File: config.mk
export PLATFORM = sky130hd
export DESIGN_NAME = dual_axis_window_average_trend
export DESIGN_NICKNAME = d
export VERILOG_FILES = /design/src/rtl/core/wad_pkg.sv /design/src/rtl/core/dual_axis_window_average_trend.sv /design/src/rtl/core/wad_cdiv.sv /design/src/rtl/core/wad_lane.sv /design/src/rtl/core/wad_merge.sv
export SDC_FILE = /design/constraint.sdc
export NUM_CORES = 2
export LEC_CHECK = 0
export ABC_AREA = 1
export BUFFER_PORTS_ARGS = -buffer_cell sky130_fd_sc_hd__buf_2
export CAP_MARGIN = 20
export CORE_UTILIZATION = 40
export DETAILED_ROUTE_END_ITERATION = 12
export PLACE_DENSITY = 0.62
export SKIP_CTS_REPAIR_TIMING = 1
export SLEW_MARGIN = 20
export SYNTH_ARGS = -nofsm -noshare
export SYNTH_HDL_FRONTEND = slang
export SYNTH_SLANG_ARGS = --single-unit
export TNS_END_PERCENT = 30
File: constraint.sdc
create_clock -name clk -period 9.8 [get_ports clk]
set_input_delay 1.96 -clock clk [delete_from_list [all_inputs] [get_ports clk]]
set_output_delay 1.96 -clock clk [all_outputs]
set_load 0.05 [all_outputs]
File: src/rtl/core/wad_pkg.sv
// shared widths and types for the dual axis window average block
`default_nettype none

package wad_pkg;

	// raw converter sample width and signed result width
	localparam int IN_W  = 10;
	localparam int OUT_W = 11;

	// stream bus widths, data buses padded to whole bytes
	localparam int S_TDATA_W = 24;
	localparam int M_TDATA_W = 48;
	localparam int M_TUSER_W = 1;

	// what one axis lane hands to the merging stage
	typedef struct packed {
		logic [IN_W-1:0] full;
		logic [IN_W-1:0] recent;
	} lane_mean_t;

endpackage

`default_nettype wire

File: src/rtl/core/dual_axis_window_average_trend.sv
// Two-axis (Y, Z) boxcar moving average with trend and latched baseline. One
// transaction is taken per clock cycle whenever the output is free or being
// taken. An accepted transaction passes four register stages before m_tvalid
// rises for its result: the running-sum update, the reciprocal multiply, the
// quotient correction and the baseline merge. Both axes run in their own lane
// side by side. The sample history holds WINDOW samples per axis and starts
// at zero after reset. The baseline latches on the WINDOW-th transaction after
// reset, and calibrated is high from that result on. While m_tready is low
// with a result pending, the whole pipeline holds and s_tready drops.
`default_nettype none

module dual_axis_window_average_trend #(
	parameter int WINDOW      = 50,
	parameter int RECENT      = 40,
	parameter int SAMPLE_BITS = 10
) (
	input  wire logic                             clk,
	input  wire logic                             arst_n,
	input  wire logic                             s_tvalid,
	output logic                                  s_tready,
	// y_sample[9:0], z_sample[19:10], zero pad
	input  wire logic [wad_pkg::S_TDATA_W-1:0]    s_tdata,
	output logic                                  m_tvalid,
	input  wire logic                             m_tready,
	// y_level[10:0], z_level[21:11], y_trend[32:22], z_trend[43:33], zero pad
	output logic [wad_pkg::M_TDATA_W-1:0]         m_tdata,
	// calibrated[0]
	output logic [wad_pkg::M_TUSER_W-1:0]         m_tuser
);

	import wad_pkg::*;

	logic             en;
	logic             accept;
	logic             valid_s1;
	logic             valid_s2;
	logic             valid_s3;
	lane_mean_t       y_mean;
	lane_mean_t       z_mean;
	logic [OUT_W-1:0] y_level;
	logic [OUT_W-1:0] z_level;
	logic [OUT_W-1:0] y_trend;
	logic [OUT_W-1:0] z_trend;
	logic             calibrated;

	assign en       = !m_tvalid || m_tready;
	assign s_tready = en;
	assign accept   = s_tvalid && en;

	always_ff @(posedge clk or negedge arst_n) begin
		if (!arst_n) begin
			valid_s1 <= 1'b0;
			valid_s2 <= 1'b0;
			valid_s3 <= 1'b0;
		end else if (en) begin
			valid_s1 <= accept;
			valid_s2 <= valid_s1;
			valid_s3 <= valid_s2;
		end
	end

	wad_lane #(.WINDOW(WINDOW), .RECENT(RECENT), .SAMPLE_BITS(SAMPLE_BITS)) u_y_lane (
		.clk    (clk),
		.arst_n (arst_n),
		.en     (en),
		.accept (accept),
		.sample (s_tdata[IN_W-1:0]),
		.mean   (y_mean)
	);

	wad_lane #(.WINDOW(WINDOW), .RECENT(RECENT), .SAMPLE_BITS(SAMPLE_BITS)) u_z_lane (
		.clk    (clk),
		.arst_n (arst_n),
		.en     (en),
		.accept (accept),
		.sample (s_tdata[2*IN_W-1:IN_W]),
		.mean   (z_mean)
	);

	wad_merge #(.WINDOW(WINDOW)) u_merge (
		.clk        (clk),
		.arst_n     (arst_n),
		.en         (en),
		.in_valid   (valid_s3),
		.y_mean     (y_mean),
		.z_mean     (z_mean),
		.out_valid  (m_tvalid),
		.y_level    (y_level),
		.z_level    (z_level),
		.y_trend    (y_trend),
		.z_trend    (z_trend),
		.calibrated (calibrated)
	);

	assign m_tdata = M_TDATA_W'({z_trend, y_trend, z_level, y_level});
	assign m_tuser = M_TUSER_W'(calibrated);

endmodule

`default_nettype wire

File: src/rtl/core/wad_cdiv.sv
// two-stage divider by a constant: reciprocal multiply, then one correction step
`default_nettype none

module wad_cdiv #(
	parameter int DIV   = 50,
	parameter int WIDTH = 16
) (
	input  wire logic             clk,
	input  wire logic             en,
	input  wire logic [WIDTH-1:0] x,
	output logic      [WIDTH-1:0] q
);

	localparam int PW = 2 * WIDTH + 1;
	localparam int unsigned RECIP_I = (2 ** WIDTH) / DIV;
	localparam logic [WIDTH:0] RECIP = (WIDTH + 1)'(RECIP_I);
	localparam logic [WIDTH-1:0] DIV_W = WIDTH'(DIV);

	logic [PW-1:0]    prod_s2;
	logic [WIDTH-1:0] x_s2;
	logic [WIDTH-1:0] q_est;
	logic [WIDTH-1:0] rem;
	logic [WIDTH-1:0] q_s3;

	// estimate is exact or one low
	assign q_est = prod_s2[2*WIDTH-1:WIDTH];
	assign rem   = x_s2 - WIDTH'(q_est * DIV_W);

	always_ff @(posedge clk) begin
		if (en) begin
			prod_s2 <= PW'(x) * PW'(RECIP);
			x_s2    <= x;
			q_s3    <= (rem >= DIV_W) ? q_est + WIDTH'(1) : q_est;
		end
	end

	assign q = q_s3;

endmodule

`default_nettype wire

File: src/rtl/core/wad_lane.sv
// one axis lane: sample history shift line, running sums and the two mean dividers
`default_nettype none

module wad_lane #(
	parameter int WINDOW      = 50,
	parameter int RECENT      = 40,
	parameter int SAMPLE_BITS = 10
) (
	input  wire logic                      clk,
	input  wire logic                      arst_n,
	input  wire logic                      en,
	input  wire logic                      accept,
	input  wire logic [wad_pkg::IN_W-1:0]  sample,
	output wad_pkg::lane_mean_t            mean
);

	import wad_pkg::*;

	localparam int SW   = (SAMPLE_BITS < IN_W) ? SAMPLE_BITS : IN_W;
	localparam int REFF = (RECENT < WINDOW) ? RECENT : WINDOW;
	localparam int SUMW = SW + $clog2(WINDOW);

	logic [SW-1:0]   hist_q [WINDOW];
	logic [SUMW-1:0] full_q;
	logic [SUMW-1:0] recent_q;
	logic [SUMW-1:0] full_next;
	logic [SUMW-1:0] recent_next;
	logic [SUMW-1:0] full_s1;
	logic [SUMW-1:0] recent_s1;
	logic [SUMW-1:0] full_mean;
	logic [SUMW-1:0] recent_mean;
	logic [SW-1:0]   new_smp;

	// bits above the sample width are dropped
	assign new_smp = sample[SW-1:0];

	always_comb begin
		full_next = full_q + SUMW'(new_smp) - SUMW'(hist_q[WINDOW-1]);
		if (REFF == WINDOW) begin
			recent_next = full_next;
		end else begin
			recent_next = recent_q + SUMW'(new_smp) - SUMW'(hist_q[REFF-1]);
		end
	end

	always_ff @(posedge clk or negedge arst_n) begin
		if (!arst_n) begin
			for (int i = 0; i < WINDOW; i++) begin
				hist_q[i] <= '0;
			end
			full_q   <= '0;
			recent_q <= '0;
		end else if (accept) begin
			hist_q[0] <= new_smp;
			for (int i = 1; i < WINDOW; i++) begin
				hist_q[i] <= hist_q[i-1];
			end
			full_q   <= full_next;
			recent_q <= recent_next;
		end
	end

	always_ff @(posedge clk) begin
		if (en) begin
			full_s1   <= full_next;
			recent_s1 <= recent_next;
		end
	end

	wad_cdiv #(.DIV(WINDOW), .WIDTH(SUMW)) u_full_div (
		.clk (clk),
		.en  (en),
		.x   (full_s1),
		.q   (full_mean)
	);

	wad_cdiv #(.DIV(REFF), .WIDTH(SUMW)) u_recent_div (
		.clk (clk),
		.en  (en),
		.x   (recent_s1),
		.q   (recent_mean)
	);

	assign mean.full   = IN_W'(full_mean[SW-1:0]);
	assign mean.recent = IN_W'(recent_mean[SW-1:0]);

endmodule

`default_nettype wire

File: src/rtl/core/wad_merge.sv
// merging stage: warmup count, baseline latch, level and trend, output register
`default_nettype none

module wad_merge #(
	parameter int WINDOW = 50
) (
	input  wire logic                      clk,
	input  wire logic                      arst_n,
	input  wire logic                      en,
	input  wire logic                      in_valid,
	input  wire wad_pkg::lane_mean_t       y_mean,
	input  wire wad_pkg::lane_mean_t       z_mean,
	output logic                           out_valid,
	output logic [wad_pkg::OUT_W-1:0]      y_level,
	output logic [wad_pkg::OUT_W-1:0]      z_level,
	output logic [wad_pkg::OUT_W-1:0]      y_trend,
	output logic [wad_pkg::OUT_W-1:0]      z_trend,
	output logic                           calibrated
);

	import wad_pkg::*;

	localparam int CNT_W = $clog2(WINDOW + 1);
	localparam logic [CNT_W-1:0] CNT_MAX = CNT_W'(WINDOW);

	logic [CNT_W-1:0] cnt_q;
	logic [CNT_W-1:0] cnt_next;
	logic             done_q;
	logic             latch;
	logic [IN_W-1:0]  y_base_q;
	logic [IN_W-1:0]  z_base_q;
	logic [IN_W-1:0]  y_base;
	logic [IN_W-1:0]  z_base;
	logic             valid_s4;
	logic [OUT_W-1:0] y_level_s4;
	logic [OUT_W-1:0] z_level_s4;
	logic [OUT_W-1:0] y_trend_s4;
	logic [OUT_W-1:0] z_trend_s4;
	logic             cal_s4;

	assign cnt_next = (cnt_q < CNT_MAX) ? cnt_q + CNT_W'(1) : cnt_q;
	assign latch    = !done_q && (cnt_next == CNT_MAX);
	// the latching transaction already sees its own baseline
	assign y_base   = latch ? y_mean.full : y_base_q;
	assign z_base   = latch ? z_mean.full : z_base_q;

	always_ff @(posedge clk or negedge arst_n) begin
		if (!arst_n) begin
			cnt_q    <= '0;
			done_q   <= 1'b0;
			y_base_q <= '0;
			z_base_q <= '0;
			valid_s4 <= 1'b0;
		end else if (en) begin
			valid_s4 <= in_valid;
			if (in_valid) begin
				cnt_q <= cnt_next;
				if (latch) begin
					done_q   <= 1'b1;
					y_base_q <= y_mean.full;
					z_base_q <= z_mean.full;
				end
			end
		end
	end

	always_ff @(posedge clk) begin
		if (en && in_valid) begin
			y_level_s4 <= OUT_W'(y_mean.full) - OUT_W'(y_base);
			z_level_s4 <= OUT_W'(z_mean.full) - OUT_W'(z_base);
			y_trend_s4 <= OUT_W'(y_mean.full) - OUT_W'(y_mean.recent);
			z_trend_s4 <= OUT_W'(z_mean.full) - OUT_W'(z_mean.recent);
			cal_s4     <= done_q || latch;
		end
	end

	assign out_valid  = valid_s4;
	assign y_level    = y_level_s4;
	assign z_level    = z_level_s4;
	assign y_trend    = y_trend_s4;
	assign z_trend    = z_trend_s4;
	assign calibrated = cal_s4;

endmodule

`default_nettype wire
==> impl_metrics.csv <==
group,metric,value,unit
worst_setup_path,timing.critical_path.slowest_cell_delay,0.58,ns
place,placed_cells_incl_taps,10600,
yosys,synthesis.area,0.0736,mm²
yosys,yosysWarningCount,0,
clock_tree,tritoncts,"yes",
global_routing,grt_overflow_total,0,
clock_tree,cts-root-buf,"clkbuf_16",
yosys,number_of_synthesized_flops_with_an_enable_pin,249,
clock_tree,cts.sinks,1344,
clock_tree,cts_buffers,147,
clock_tree,htreeDepth,4,
yosys,synth.top_cells.by_count,"nand2_1, dfrtp_1, inv_1",
place,place.detailed.hpwl,98500,µm
worst_setup_path,setup.worst_path.class,"flop to flop",
yosys,synth-seq-cells,1344,
worst_setup_path,critPathMostFrequentCell,"nand2_1",
clock_tree,insertion_delay,0.79,ns
yosys,syn-instance-count,8330,
timing,finalSetupTns,0,ns
worst_setup_path,timing.critical_path.fanout_max,11,
die,die_w,431,µm
timing,unrepaired_setup_endpoints_after_global_routing,"false",
timing,timing.max_slew.rel_slack,20.8,%
yosys,post-synth-top-count-cell,"nand2_1",
timing,tcrit_tclk_final,55.4,%
die,std_cell_rows,157,
yosys,leading_post_synthesis_cells_by_cell_area,"dfrtp_1, nand2_1, ha_1",
flow_run,maxCapViolCount,0,
cells_and_area,layout.cells.non_filler,10900,
yosys,synth-seq-area-share,47.4,%
cells_and_area,syn_to_final_growth,10.6,%
cells_and_area,fin_nets,9222,
yosys,synth-main-ff-cell,"dfrtp_1",
place,gp_congestion,0.860,
min_path,hold_class,"flop to flop",
place,buffer_ports.inserted,70,
global_routing,via_count_of_the_first_global_routing_pass,50900,
die,dieArea,0.186,mm²
worst_setup_path,critical_path.top_delay_family,"simple AND/OR/NAND/NOR gates",
timing,post-route-min-period,5.43,ns
global_routing,global_route.usage.total,15.9,%
timing,slew_violations,0,
route,avgViaCountPerCell,4.72,
route,drtPass1Iterations,11,
cells_and_area,drive_gt1_share,4.48,%
die,initial_utilization,40.2,%
timing,fmax,184,MHz
yosys,ys_async_sr_fraction,81.5,%
status,violations,"DRC",
timing,fin_worst_hold_slack,0.433,ns
yosys,netlist.area_leader.share,37.2,%
route,drt-initial-drc-count,3590,
global_routing,global_route_wire_length_before_repair,249000,µm
worst_setup_path,worst-r2r-setup-slack,4.37,ns
global_routing,antenna_found_initial,1,
timing,setup_viol,0,
timing,number_of_hold_violations_in_the_final_report,0,
clock_tree,worst_setup_hold_path_clk_slew,0.06,ns
route,drt-wirelength-per-cell,13.3,µm
route,wirelength,145000,µm
route,via_count,51500,
route,drc,2,
status,status,"complete, but fails checks",
worst_setup_path,count_of_buffering_cells_on_the_critical_path_with_inverters_included,3,
die,die_y,431,µm
clock_tree,cts.path.max_buffers,3,
yosys,synth.distinct_cells,48,
die,core_area,0.183,mm²
yosys,syn-mean-instance-area,8.84,µm²
timing,timing_worst_slew_pin_value,1.19,ns
worst_setup_path,critical_path_arrival,5.94,ns
worst_setup_path,crit_slowest_cell,"nor2_1",
die,top_level_ports,79,
worst_setup_path,worst-endpoint-required,10.32,ns
yosys,synth_largest_area_cell,"dfrtp_1",
timing,fin_skew,0.0435,ns
global_routing,grt_max_degree,235,
worst_setup_path,worstSetupStartpointType,"flop",
worst_setup_path,crit_path_end_kind,"flop",
route,ant_nets,0,
## layout by cell type (no fill, tap or decap), types with 22 or more instances in the layout
| master | Yosys | final |
|---|---|---|
| clkbuf_1 | 110 | 32 |
| inv_1 | 791 | 790 |
| buf_2 | 134 | 69 |
| clkbuf_8 | 0 | 32 |
| o21ai_2 | 22 | 22 |
| nand2_1 | 3757 | 3756 |
| a21oi_1 | 243 | 243 |
| xnor2_1 | 73 | 73 |
| dfrtp_1 | 1095 | 1095 |
| ha_1 | 628 | 628 |
| o21ai_0 | 209 | 209 |
| clkbuf_16 | 0 | 151 |
| fa_1 | 244 | 244 |
| edfxtp_1 | 249 | 249 |
| nor3_1 | 28 | 28 |
| nand4_1 | 75 | 75 |
| nand3_1 | 160 | 160 |
| nor2_1 | 185 | 185 |
| xor2_1 | 151 | 151 |
## worst reg2reg max path, delay by kind of cell (launching register included)
| kind | cells | cell delay (ns) |
|---|---|---|
| AND/OR/NAND/NOR | 14 | 2.09 |
| adder cells (fa/ha/maj) | 5 | 1.84 |
| flip-flops | 1 | 0.51 |
| AO/OA/AOI/OAI | 3 | 0.44 |
| buffers and inverters | 3 | 0.19 |
| XOR/XNOR | 1 | 0.10 |
## kinds of logic (layout without fill, tap and decap cells)
logic type | after synthesis | in the layout | synth area share, %
AOI/OAI and AO/OA | 581 | 581 | 4.43
xor gates and xnor gates | 224 | 224 | 2.67
adders and majority gates | 872 | 872 | 17.3
buffers and inverters | 1051 | 1163 | 5.66
DFF | 1344 | 1344 | 47.4
other | 1 | 5 | 0.00510
and+or+nand+nor | 4257 | 4257 | 22.5
## flip-flops by register name, indices dropped and copies added, names as in the netlist, 15 cells and up
register and cells:
u_y_lane.full_q 16, u_y_lane.full_s1 16, u_y_lane.hist_q 500, u_y_lane.recent_q 16, u_y_lane.recent_s1 16, u_y_lane.u_full_div.x_s2 15, u_z_lane.full_q 16, u_z_lane.full_s1 16
u_z_lane.hist_q 500, u_z_lane.recent_q 16, u_z_lane.recent_s1 16, u_z_lane.u_full_div.x_s2 15
## cell type report
type	count	area [µm²]
antenna	1	2.50
clock buffer	216	4350
clock inverter	56	774
fill	17500	101000
inverter	794	3000
multi-input combinational	5938	34600
sequential	1344	34900
tap	2464	3080
timing repair buffer	97	729
## per-layer routing
metal / share of wire (%) / GRT usage (%) / vias up
met3: 2.8 / 2.21 / 206
met2: 46 / 25.6 / 543
met5: 0 / 0 / -
met4: 2.1 / 4.32 / 0
met1: 49 / 22.4 / 24600
li1: - / - / 26200
## worst paths after layout
path / from / cells after the start / end
setup / recovery: u_y_lane.u_full_div.prod_s2[19] / 26 / u_y_lane.u_full_div.q[8]
hold / removal: u_z_lane.hist_q[209] / 2 / u_z_lane.hist_q[199]
setup reg to reg: u_y_lane.u_full_div.prod_s2[19] / 26 / u_y_lane.u_full_div.q[8]
hold reg to reg: u_z_lane.hist_q[209] / 2 / u_z_lane.hist_q[199]
max in group asynchronous: arst_n / 3 / u_z_lane.hist_q[227]
min in group asynchronous: arst_n / 1 / u_merge.z_base_q[9]
## stage by stage
step	util, %	worst slack (ns)	cell area [µm²]
floorplan	-	1.40	73600
global placement	41.7	4.26	76300
detailed placement	41.7	4.25	76300
CTS	44.5	4.33	81400
global route	44.5	3.83	81400
finish	44.5	4.37	81400
Power is left out: the tool's default activity adds up to more than one toggle a clock period on the data nets, which glitch-free logic cannot reach.
